## src/rtl/rcpg_pkg.sv

```systemverilog
// ----------------------------------------------------------------------------
// rcpg_pkg
// Shared constants, types and helpers for the ratio clock phase generator.
// ----------------------------------------------------------------------------
package rcpg_pkg;

	localparam int OUTPUT_COUNT = 4;
	localparam int PHASE_BITS   = 24;

	localparam int PACK_N    = 4;
	localparam int MASK_W    = 4;
	localparam int BEAT_W    = 32;
	localparam int RATIO_W   = 8;
	localparam int RUN_W     = 2;
	localparam int INC_W     = 24;
	localparam int CFG_W     = 32;
	localparam int CFG_IDX_W = 8;
	localparam int RUNS_W    = 8;
	localparam int IDX_W     = (OUTPUT_COUNT > 1) ? $clog2(OUTPUT_COUNT) : 1;
	localparam int POS_W     = PHASE_BITS + RATIO_W;
	localparam int PROD_W    = POS_W + RATIO_W;
	localparam int CNT_W     = $clog2(PROD_W);
	localparam int OPH_W     = PHASE_BITS + 1;

	localparam logic [OPH_W-1:0] ONE_PHASE = {1'b1, {PHASE_BITS{1'b0}}};

	localparam logic [CFG_IDX_W-1:0] REG_INC  = CFG_IDX_W'(0);
	localparam logic [CFG_IDX_W-1:0] REG_NUMS = CFG_IDX_W'(1);
	localparam logic [CFG_IDX_W-1:0] REG_DENS = CFG_IDX_W'(2);
	localparam logic [CFG_IDX_W-1:0] REG_RUNS = CFG_IDX_W'(3);

	localparam logic [RUN_W-1:0] RUN_OFF  = 2'd0;
	localparam logic [RUN_W-1:0] RUN_LOOP = 2'd1;
	localparam logic [RUN_W-1:0] RUN_MIDI = 2'd2;
	localparam logic [RUN_W-1:0] RUN_ONE  = 2'd3;

	localparam logic [INC_W-1:0]  INC_RST   = '0;
	localparam logic [CFG_W-1:0]  RATIO_RST = 32'h0101_0101;
	localparam logic [RUNS_W-1:0] RUNS_RST  = 8'h55;

	typedef struct packed {
		logic [INC_W-1:0]  inc;
		logic [CFG_W-1:0]  nums;
		logic [CFG_W-1:0]  dens;
		logic [RUNS_W-1:0] runs;
	} cfg_t;

	typedef struct packed {
		logic              timeout;
		logic              playing;
		logic              internal_clock;
		logic [MASK_W-1:0] allow;
		logic [MASK_W-1:0] rel_mask;
	} item_t;

	typedef struct packed {
		logic [MASK_W-1:0] fired;
		logic [MASK_W-1:0] gates;
		logic [BEAT_W-1:0] beat;
	} res_t;

	function automatic logic [RATIO_W-1:0] ratio_of(input logic [CFG_W-1:0] w,
			input logic [IDX_W-1:0] idx);
		logic [RATIO_W-1:0] r;
		r = '0;
		for (int k = 0; k < PACK_N; k++)
			if (int'(idx) == k) r = w[k*RATIO_W +: RATIO_W];
		return r;
	endfunction

	function automatic logic [RUN_W-1:0] run_of(input logic [RUNS_W-1:0] w,
			input logic [IDX_W-1:0] idx);
		logic [RUN_W-1:0] r;
		r = RUN_OFF;
		for (int k = 0; k < PACK_N; k++)
			if (int'(idx) == k) r = w[k*RUN_W +: RUN_W];
		return r;
	endfunction

	function automatic logic [OUTPUT_COUNT-1:0] ext_mask(input logic [MASK_W-1:0] m);
		logic [OUTPUT_COUNT-1:0] r;
		r = '0;
		for (int k = 0; k < OUTPUT_COUNT; k++)
			if (k < MASK_W) r[k] = m[k];
		return r;
	endfunction

	function automatic logic [MASK_W-1:0] out_mask(input logic [OUTPUT_COUNT-1:0] m);
		logic [MASK_W-1:0] r;
		r = '0;
		for (int k = 0; k < MASK_W; k++)
			if (k < OUTPUT_COUNT) r[k] = m[k];
		return r;
	endfunction

endpackage

```

## src/rtl/ratio_clock_phase_generator.sv

```systemverilog
// ----------------------------------------------------------------------------
// ratio_clock_phase_generator
// Ratio clock multiplier/divider driven by a fractional master phase.
// ----------------------------------------------------------------------------
//  channel  signals                                            dir
//  cfg      cfg_valid cfg_ready cfg_index cfg_data             in
//  in       in_valid in_ready mode playing internal_clock      in
//           retrigger_allow gate_release
//  out      out_valid out_ready fired_mask gate_mask beat_count out
//
//  A tick runs the per-output pass once for each output; loop-like outputs
//  go through the shared 8-bit division step, running 32 steps for beat
//  mod den and 40 for the phase quotient. Timeout and idle ticks skip the
//  per-output pass. No clearing pass after reset.
//  in_ready is low while a request is in work; a finished result waits in
//  the engine, which holds until the output register is free.
// ----------------------------------------------------------------------------
module ratio_clock_phase_generator (
	input  logic                              clk,
	input  logic                              arst_n,
	input  logic                              cfg_valid,
	output logic                              cfg_ready,
	input  logic [rcpg_pkg::CFG_IDX_W-1:0]    cfg_index,
	input  logic [rcpg_pkg::CFG_W-1:0]        cfg_data,
	input  logic                              in_valid,
	output logic                              in_ready,
	input  logic                              mode,
	input  logic                              playing,
	input  logic                              internal_clock,
	input  logic [rcpg_pkg::MASK_W-1:0]       retrigger_allow,
	input  logic [rcpg_pkg::MASK_W-1:0]       gate_release,
	output logic                              out_valid,
	input  logic                              out_ready,
	output logic [rcpg_pkg::MASK_W-1:0]       fired_mask,
	output logic [rcpg_pkg::MASK_W-1:0]       gate_mask,
	output logic [rcpg_pkg::BEAT_W-1:0]       beat_count
);

	rcpg_pkg::cfg_t  cfg_q;
	rcpg_pkg::item_t item;
	rcpg_pkg::res_t  res;
	logic            core_idle;
	logic            res_valid;
	logic            res_take;
	logic            out_valid_q;
	rcpg_pkg::res_t  out_q;

	assign cfg_ready = 1'b1;

	always_ff @(posedge clk or negedge arst_n) begin
		if (!arst_n) begin
			cfg_q.inc  <= rcpg_pkg::INC_RST;
			cfg_q.nums <= rcpg_pkg::RATIO_RST;
			cfg_q.dens <= rcpg_pkg::RATIO_RST;
			cfg_q.runs <= rcpg_pkg::RUNS_RST;
		end else if (cfg_valid && cfg_ready) begin
			case (cfg_index)
				rcpg_pkg::REG_INC:  cfg_q.inc  <= cfg_data[rcpg_pkg::INC_W-1:0];
				rcpg_pkg::REG_NUMS: cfg_q.nums <= cfg_data;
				rcpg_pkg::REG_DENS: cfg_q.dens <= cfg_data;
				rcpg_pkg::REG_RUNS: cfg_q.runs <= cfg_data[rcpg_pkg::RUNS_W-1:0];
				default: ;
			endcase
		end
	end

	always_comb begin
		item.timeout        = mode;
		item.playing        = playing;
		item.internal_clock = internal_clock;
		item.allow          = retrigger_allow;
		item.rel_mask       = gate_release;
	end

	assign in_ready = core_idle;
	assign res_take = res_valid && (!out_valid_q || out_ready);

	rcpg_core u_core (
		.clk       (clk),
		.arst_n    (arst_n),
		.cfg       (cfg_q),
		.start     (in_valid && in_ready),
		.item      (item),
		.idle      (core_idle),
		.res_valid (res_valid),
		.res       (res),
		.res_take  (res_take)
	);

	always_ff @(posedge clk or negedge arst_n) begin
		if (!arst_n) begin
			out_valid_q <= 1'b0;
		end else if (res_take) begin
			out_valid_q <= 1'b1;
		end else if (out_ready) begin
			out_valid_q <= 1'b0;
		end
	end

	always_ff @(posedge clk) begin
		if (res_take) out_q <= res;
	end

	assign out_valid  = out_valid_q;
	assign fired_mask = out_q.fired;
	assign gate_mask  = out_q.gates;
	assign beat_count = out_q.beat;

	a_fired_in_gates: assert property (@(posedge clk) disable iff (!arst_n)
		out_valid |-> ((fired_mask & ~gate_mask) == '0))
		else $error("fired bit without gate high");

	a_busy_after_accept: assert property (@(posedge clk) disable iff (!arst_n)
		(in_valid && in_ready) |=> !in_ready)
		else $error("engine ready straight after a request");

	a_result_held: assert property (@(posedge clk) disable iff (!arst_n)
		(res_valid && out_valid_q && !out_ready) |=> (res_valid && $stable(res)))
		else $error("finished result dropped while output register full");

	a_no_result_when_idle: assert property (@(posedge clk) disable iff (!arst_n)
		core_idle |-> !res_valid)
		else $error("result shown while engine idle");

endmodule

```

## src/rtl/rcpg_divstep.sv

```systemverilog
// ----------------------------------------------------------------------------
// rcpg_divstep
// One restoring division step by an 8-bit divisor: shift in a bit, trial
// subtract, emit quotient bit.
// ----------------------------------------------------------------------------
module rcpg_divstep (
	input  logic [rcpg_pkg::RATIO_W-1:0] rem,
	input  logic                         bit_in,
	input  logic [rcpg_pkg::RATIO_W-1:0] den,
	output logic [rcpg_pkg::RATIO_W-1:0] rem_nxt,
	output logic                         qbit
);

	logic [rcpg_pkg::RATIO_W:0] trial;
	logic [rcpg_pkg::RATIO_W:0] diff;

	always_comb begin
		trial   = {rem, bit_in};
		diff    = trial - {1'b0, den};
		qbit    = (trial >= {1'b0, den});
		rem_nxt = qbit ? diff[rcpg_pkg::RATIO_W-1:0] : trial[rcpg_pkg::RATIO_W-1:0];
	end

endmodule

```

## src/rtl/rcpg_core.sv

```systemverilog
// ----------------------------------------------------------------------------
// rcpg_core
// Phase state and sequencer: while playing, advances the master phase, then
// derives each loop-like output phase through the shared division step (beat
// mod den, multiply, long division) and raises allowed gates on wrap.
// ----------------------------------------------------------------------------
module rcpg_core (
	input  logic                clk,
	input  logic                arst_n,
	input  rcpg_pkg::cfg_t      cfg,
	input  logic                start,
	input  rcpg_pkg::item_t     item,
	output logic                idle,
	output logic                res_valid,
	output rcpg_pkg::res_t      res,
	input  logic                res_take
);

	localparam logic [2:0] ST_IDLE = 3'd0;
	localparam logic [2:0] ST_SEL  = 3'd1;
	localparam logic [2:0] ST_MOD  = 3'd2;
	localparam logic [2:0] ST_MUL  = 3'd3;
	localparam logic [2:0] ST_DIV  = 3'd4;
	localparam logic [2:0] ST_CMP  = 3'd5;
	localparam logic [2:0] ST_NEXT = 3'd6;
	localparam logic [2:0] ST_DONE = 3'd7;

	logic [2:0]                           st_q;
	logic [rcpg_pkg::PHASE_BITS-1:0]      mp_q;
	logic [rcpg_pkg::BEAT_W-1:0]          beat_q;
	logic [rcpg_pkg::OPH_W-1:0]           oph_q [rcpg_pkg::OUTPUT_COUNT];
	logic [rcpg_pkg::OUTPUT_COUNT-1:0]    gate_q;
	logic [rcpg_pkg::OUTPUT_COUNT-1:0]    fired_q;
	logic [rcpg_pkg::OUTPUT_COUNT-1:0]    allow_q;
	logic                                 internal_q;
	logic [rcpg_pkg::IDX_W-1:0]           idx_q;
	logic [rcpg_pkg::CNT_W-1:0]           cnt_q;
	logic [rcpg_pkg::PROD_W-1:0]          sh_q;
	logic [rcpg_pkg::RATIO_W-1:0]         rem_q;

	logic [rcpg_pkg::PHASE_BITS-1:0]      inc;
	logic [rcpg_pkg::PHASE_BITS:0]        mp_sum;
	logic [rcpg_pkg::RATIO_W-1:0]         num;
	logic [rcpg_pkg::RATIO_W-1:0]         den_raw;
	logic [rcpg_pkg::RATIO_W-1:0]         den;
	logic [rcpg_pkg::RUN_W-1:0]           run;
	logic                                 loop_like;
	logic [rcpg_pkg::RATIO_W-1:0]         rem_nxt;
	logic                                 qbit;
	logic [rcpg_pkg::PHASE_BITS-1:0]      np;
	logic                                 wrapped;
	logic [rcpg_pkg::PROD_W-1:0]          prod;

	always_comb begin
		inc       = rcpg_pkg::PHASE_BITS'(cfg.inc);
		mp_sum    = {1'b0, mp_q} + {1'b0, inc};
		num       = rcpg_pkg::ratio_of(cfg.nums, idx_q);
		den_raw   = rcpg_pkg::ratio_of(cfg.dens, idx_q);
		den       = (den_raw == '0) ? rcpg_pkg::RATIO_W'(1) : den_raw;
		run       = rcpg_pkg::run_of(cfg.runs, idx_q);
		loop_like = (run == rcpg_pkg::RUN_LOOP) ||
			((run == rcpg_pkg::RUN_MIDI) && internal_q);
		np        = sh_q[rcpg_pkg::PHASE_BITS-1:0];
		wrapped   = {1'b0, np} < oph_q[idx_q];
		prod      = rcpg_pkg::PROD_W'({rem_q, mp_q}) * rcpg_pkg::PROD_W'(num);
	end

	rcpg_divstep u_divstep (
		.rem     (rem_q),
		.bit_in  (sh_q[rcpg_pkg::PROD_W-1]),
		.den     (den),
		.rem_nxt (rem_nxt),
		.qbit    (qbit)
	);

	always_ff @(posedge clk or negedge arst_n) begin
		if (!arst_n) begin
			st_q       <= ST_IDLE;
			mp_q       <= '0;
			beat_q     <= '0;
			gate_q     <= '0;
			fired_q    <= '0;
			allow_q    <= '0;
			internal_q <= 1'b0;
			idx_q      <= '0;
			cnt_q      <= '0;
			sh_q       <= '0;
			rem_q      <= '0;
			for (int k = 0; k < rcpg_pkg::OUTPUT_COUNT; k++) oph_q[k] <= '0;
		end else begin
			case (st_q)
				ST_IDLE: begin
					if (start) begin
						gate_q     <= gate_q & ~rcpg_pkg::ext_mask(item.rel_mask);
						allow_q    <= rcpg_pkg::ext_mask(item.allow);
						internal_q <= item.internal_clock;
						fired_q    <= '0;
						idx_q      <= '0;
						if (item.timeout) begin
							for (int k = 0; k < rcpg_pkg::OUTPUT_COUNT; k++) begin
								if ((rcpg_pkg::run_of(cfg.runs, rcpg_pkg::IDX_W'(k)) ==
										rcpg_pkg::RUN_LOOP) ||
										(rcpg_pkg::run_of(cfg.runs, rcpg_pkg::IDX_W'(k)) ==
										rcpg_pkg::RUN_MIDI))
									oph_q[k] <= rcpg_pkg::ONE_PHASE;
							end
							st_q <= ST_DONE;
						end else if (item.playing && (inc != '0)) begin
							mp_q <= mp_sum[rcpg_pkg::PHASE_BITS-1:0];
							if (mp_sum[rcpg_pkg::PHASE_BITS]) beat_q <= beat_q + 1'b1;
							st_q <= ST_SEL;
						end else begin
							st_q <= ST_DONE;
						end
					end
				end
				ST_SEL: begin
					rem_q <= '0;
					sh_q  <= {beat_q, {(rcpg_pkg::PROD_W-rcpg_pkg::BEAT_W){1'b0}}};
					cnt_q <= rcpg_pkg::CNT_W'(rcpg_pkg::BEAT_W - 1);
					st_q  <= loop_like ? ST_MOD : ST_NEXT;
				end
				ST_MOD: begin
					rem_q <= rem_nxt;
					sh_q  <= {sh_q[rcpg_pkg::PROD_W-2:0], 1'b0};
					cnt_q <= cnt_q - 1'b1;
					if (cnt_q == '0) st_q <= ST_MUL;
				end
				ST_MUL: begin
					sh_q  <= prod;
					rem_q <= '0;
					cnt_q <= rcpg_pkg::CNT_W'(rcpg_pkg::PROD_W - 1);
					st_q  <= ST_DIV;
				end
				ST_DIV: begin
					rem_q <= rem_nxt;
					sh_q  <= {sh_q[rcpg_pkg::PROD_W-2:0], qbit};
					cnt_q <= cnt_q - 1'b1;
					if (cnt_q == '0) st_q <= ST_CMP;
				end
				ST_CMP: begin
					oph_q[idx_q] <= {1'b0, np};
					if (wrapped && !gate_q[idx_q] && allow_q[idx_q]) begin
						gate_q[idx_q]  <= 1'b1;
						fired_q[idx_q] <= 1'b1;
					end
					st_q <= ST_NEXT;
				end
				ST_NEXT: begin
					idx_q <= idx_q + 1'b1;
					if (int'(idx_q) == rcpg_pkg::OUTPUT_COUNT - 1) st_q <= ST_DONE;
					else st_q <= ST_SEL;
				end
				ST_DONE: begin
					if (res_take) st_q <= ST_IDLE;
				end
				default: st_q <= ST_IDLE;
			endcase
		end
	end

	assign idle      = (st_q == ST_IDLE);
	assign res_valid = (st_q == ST_DONE);
	assign res.fired = rcpg_pkg::out_mask(fired_q);
	assign res.gates = rcpg_pkg::out_mask(gate_q);
	assign res.beat  = beat_q;

endmodule
```

## config.mk

```make
export PLATFORM = sky130hd
export DESIGN_NAME = ratio_clock_phase_generator
export DESIGN_NICKNAME = d
export VERILOG_FILES = /design/src/rtl/rcpg_pkg.sv /design/src/rtl/ratio_clock_phase_generator.sv /design/src/rtl/rcpg_divstep.sv /design/src/rtl/rcpg_core.sv
export SDC_FILE = /design/constraint.sdc
export NUM_CORES = 1
export LEC_CHECK = 0
export BUFFER_PORTS_ARGS = -buffer_cell sky130_fd_sc_hd__buf_2
export CORE_MARGIN = 3
export CORE_UTILIZATION = 44
export DETAILED_ROUTE_END_ITERATION = 12
export HOLD_SLACK_MARGIN = 0.12
export PLACE_DENSITY = 0.65
export SYNTH_ARGS = -nofsm -noshare
export SYNTH_HDL_FRONTEND = slang
export SYNTH_SLANG_ARGS = --single-unit
export TNS_END_PERCENT = 50
```

## constraint.sdc

```tcl
create_clock -name clk -period 7.1 [get_ports clk]
set_input_delay 1.42 -clock clk [delete_from_list [all_inputs] [get_ports clk]]
set_output_delay 1.42 -clock clk [all_outputs]
set_load 0.02 [all_outputs]
```

==> PnR_summary.wiki <==
{| class="wikitable"
! Metric !! Value
|-
| Final Power || 8734 µW
|-
| Max Clock Skew || 25.79 ps
|-
| Count of final hold-check violations || 0
|-
| CTS clk-pin slew, worst paths || 70 ps
|-
| Number of core rows || 89
|-
| Root Buffer Master || sky130_fd_sc_hd__clkbuf_16
|-
| Crit path required time || 7550 ps
|-
| Library cells used by synthesis || 99
|-
| Layout Nets || 3102
|-
| Wire length reported by the detailed router || 72.44 mm
|-
| Die area || 63770 µm²
|-
| Adder-cell share of the synthesized area || 19.33%
|-
| Number of instances in the synthesized netlist || 2691
|-
| Nature of the critical path startpoint || flop
|-
| Via/cell ratio || 5.769
|-
| Fin. max-slew vios || 0
|-
| Floorplan die height || 252.5 µm
|-
| Area after detailed placement || 28060 µm²
|-
| Crit path buffers/inverters || 5
|-
| Top-level port count || 99
|-
| Result of the run || complete, no violations
|-
| Grt total ovfl || 0
|-
| Remaining DRCs || 0
|-
| Cell taking the most area after synthesis || sky130_fd_sc_hd__dfrtp_1
|-
| Xor/xnor cell area share of the yosys netlist || 2.784%
|-
| Die width || 252.5 µm
|-
| Crit-path slowest cell || sky130_fd_sc_hd__fa_1
|-
| Remaining antenna violation count || 0
|-
| Max Clock Freq || 146.8 MHz
|-
| Cell Area, Synth || 26740 µm²
|-
| Worst Max-Slew Pin Slew || 1154 ps
|-
| Share of final-layout standard cells stronger than drive strength 1 || 15.03%
|-
| Clk sinks || 365
|-
| Final cycle utilization of the critical path || 95.93%
|-
| Dpl hpwl || 52.48 mm
|-
| Post-synthesis async set-or-reset flop share || 89.04%
|-
| Worst-skew pair later-pin latency || 590 ps
|-
| Total number of H-tree levels || 2
|-
| Synthesis Warnings || 0
|-
| Global placement routability congestion || 0.9279
|-
| WS Path Type || reg -> reg
|-
| Avg Synthesized Cell Area || 9.938 µm²
|-
| Number of global-route vias before repair || 20890
|-
| Number of buffers inserted by hold repair at cts || 0
|-
| Total inserted antenna cells || 0
|-
| Post-layout instance area || 29670 µm²
|-
| Commonest non-fill, non-tap cell in the layout || sky130_fd_sc_hd__dfrtp_1
|-
| Largest net degree at the start of global routing || 133
|-
| Port bufs || 97
|-
| Cell area power density || 294.4 nW/µm²
|-
| Detailed-route wire length per cell || 20.42 µm
|-
| Kind of cell with the highest combined delay on the critical path || adder cells
|-
| Drt first-iter violations || 1711
|-
| Minimum clock period || 6811 ps
|-
| Effective utilization at floorplan || 44.89%
|-
| Number of synthesized register bits || 365
|-
| Drt first pass iters || 7
|-
| Data arrival at the endpoint of the critical path || 7260 ps
|-
| Antenna violations before repair || 1
|-
| Largest family of logic cells by synthesized area || adder cells
|-
| Buffer depth of the longest clock path || 3
|-
| Number of buffers added by the clock tree synthesis step || 42
|-
| CTS tree || yes
|-
| Area overhead of the layout relative to synthesis || 10.94%
|-
| Total setup violations reported at the end of the flow || 0
|-
| First-pass GRT wire length || 115.7 mm
|-
| Worst ir drop on vdd || 354.3 µV
|-
| Path class of the lowest-slack min-delay path || reg -> reg
|-
| Most frequent cells in the layout || sky130_fd_sc_hd__dfrtp_1, sky130_fd_sc_hd__inv_1, sky130_fd_sc_hd__nand2_1
|-
| Dominant synthesized flop cell || sky130_fd_sc_hd__dfrtp_1
|-
| Proportion of synthesized area in mux cells || 7.336%
|-
| Area of the core || 59580 µm²
|-
| Worst hold slack across all endpoints || 453.8 ps
|-
| P_leak || 0.01386 µW
|-
| Synth Net Count || 3051
|-
| Placed instance count || 3457
|-
| Kind of capture point of the worst setup path || flop
|-
| Compound-cell area share of the yosys netlist || 14.77%
|-
| Maximum fanout count along the critical path || 32
|-
| Share of the synthesized area in the top cell type || 29.29%
|-
| Non-filler instance count after layout || 3547
|-
| Total via count after detailed routing || 20460
|-
| Sequential area share after synthesis || 34.96%
|-
| Number of max-cap violations || 0
|-
| Main area contributors after synthesis || sky130_fd_sc_hd__dfrtp_1, sky130_fd_sc_hd__fa_1, sky130_fd_sc_hd__ha_1, sky130_fd_sc_hd__edfxtp_1, sky130_fd_sc_hd__mux2_2
|-
| Post-synthesis share of cell area spent on and, or, nand and nor gates || 14.86%
|-
| Number of synthesized flops with an enable pin || 40
|-
| Total routing usage reported by global routing || 22.80%
|-
| Worst path max stage delay || 560 ps
|-
| Worst-case headroom to the max-slew limit || 22.79%
|}
-- timing repair --
action / CTS / global route
endpoints found under the setup margin: 0 / 17
hold endpoints to repair: 0 / 0
gates resized for setup: 0 / 14
buffers inserted: 0 / 13
-- power by group --
group	internal [µW]	switching [µW]	leakage (µW)	total, µW
Clock	1260	929	0.000670	2190
Sequential	2570	526	0.00469	3100
Combinational	1320	2120	0.00849	3440
-- logic make-up after synthesis --
group / count (synthesis)
other: 1
multiplexers: 150
flip-flops: 365
buffers and inverters: 412
AO/OA/AOI/OAI: 591
AND/OR/NAND/NOR: 783
adder cells (fa/ha/maj): 304
XOR/XNOR: 85
-- metal layers --
metal / GRT usage [%] / share of wire (%)
met4: 7.943 / 3.4
met5: 0 / 0.018
met3: 3.571 / 6.5
met2: 36.66 / 47
met1: 31.51 / 43
-- area by class of cell --
cell class	instances	area, µm²
Tap cell	773	967.2
Clock inverter	15	143.9
Clock buffer	61	1244
Fill cell	5385	29910
Timing Repair Buffer	154	1006
Inverter	265	994.7
Sequential cell	365	9354
Multi-Input combinational cell	1914	15960
-- flip-flops by register name (all words and copies together) (netlist names) --
signal / flops
u_core.oph_q: 100
cfg_q: 96
u_core.sh_q: 40
beat_count: 32
u_core.beat_q: 32
u_core.mp_q: 24
u_core.rem_q: 8
u_core.cnt_q: 6
fired_mask: 4
gate_mask: 4
u_core.allow_q: 4
u_core.fired_q: 4
u_core.gate_q: 4
u_core.st_q: 3
u_core.idx_q: 2
out_valid: 1
u_core.internal_q: 1
-- worst paths after layout --
kind / startpoint / to / slack (ps) / cells after the start
setup / recovery: u_core.idx_q[1] / u_core.sh_q[31] / 290 / 27
hold / removal: u_core.fired_q[0] / fired_mask[0] / 450 / 0
setup reg to reg: u_core.idx_q[1] / u_core.sh_q[31] / 290 / 27
hold reg to reg: u_core.fired_q[0] / fired_mask[0] / 450 / 0
max in group asynchronous: arst_n / u_core.mp_q[7] / 4560 / 2
min in group asynchronous: arst_n / u_core.fired_q[1] / 960 / 1
-- Yosys cell counts, types with 87 or more instances --
cell                         n
sky130_fd_sc_hd__dfrtp_1   313
sky130_fd_sc_hd__inv_1     262
sky130_fd_sc_hd__nand2_1   256
sky130_fd_sc_hd__fa_1      182
sky130_fd_sc_hd__nor2b_1   169
sky130_fd_sc_hd__o21ai_0   151
sky130_fd_sc_hd__a21oi_1   141
sky130_fd_sc_hd__ha_1      122
sky130_fd_sc_hd__nor2_1    121
sky130_fd_sc_hd__clkbuf_1  101
sky130_fd_sc_hd__mux2_2     97
sky130_fd_sc_hd__a22o_1     87
-- worst register-to-register path: cells and delay by family (launching register included) --
| kind | cells | cell delay, ps |
|---|---|---|
| adders and majority gates | 6 | 2790 |
| and+or+nand+nor | 6 | 660 |
| DFF | 1 | 420 |
| AOI/OAI and AO/OA | 9 | 1960 |
| xor gates and xnor gates | 1 | 210 |
| buffers and inverters | 5 | 620 |
-- stage by stage --
step	utilization (%)	setup TNS (ps)	setup WS (ps)
after detailed placement	47.10	0	76.23
after floorplan	-	0	44.30
after global routing	49.80	-4.773	-4.773
after CTS	49.43	0	31.10
after global placement	47.10	0	242.4
final	49.80	0	289.2
Power figures use the tool's default switching activity.
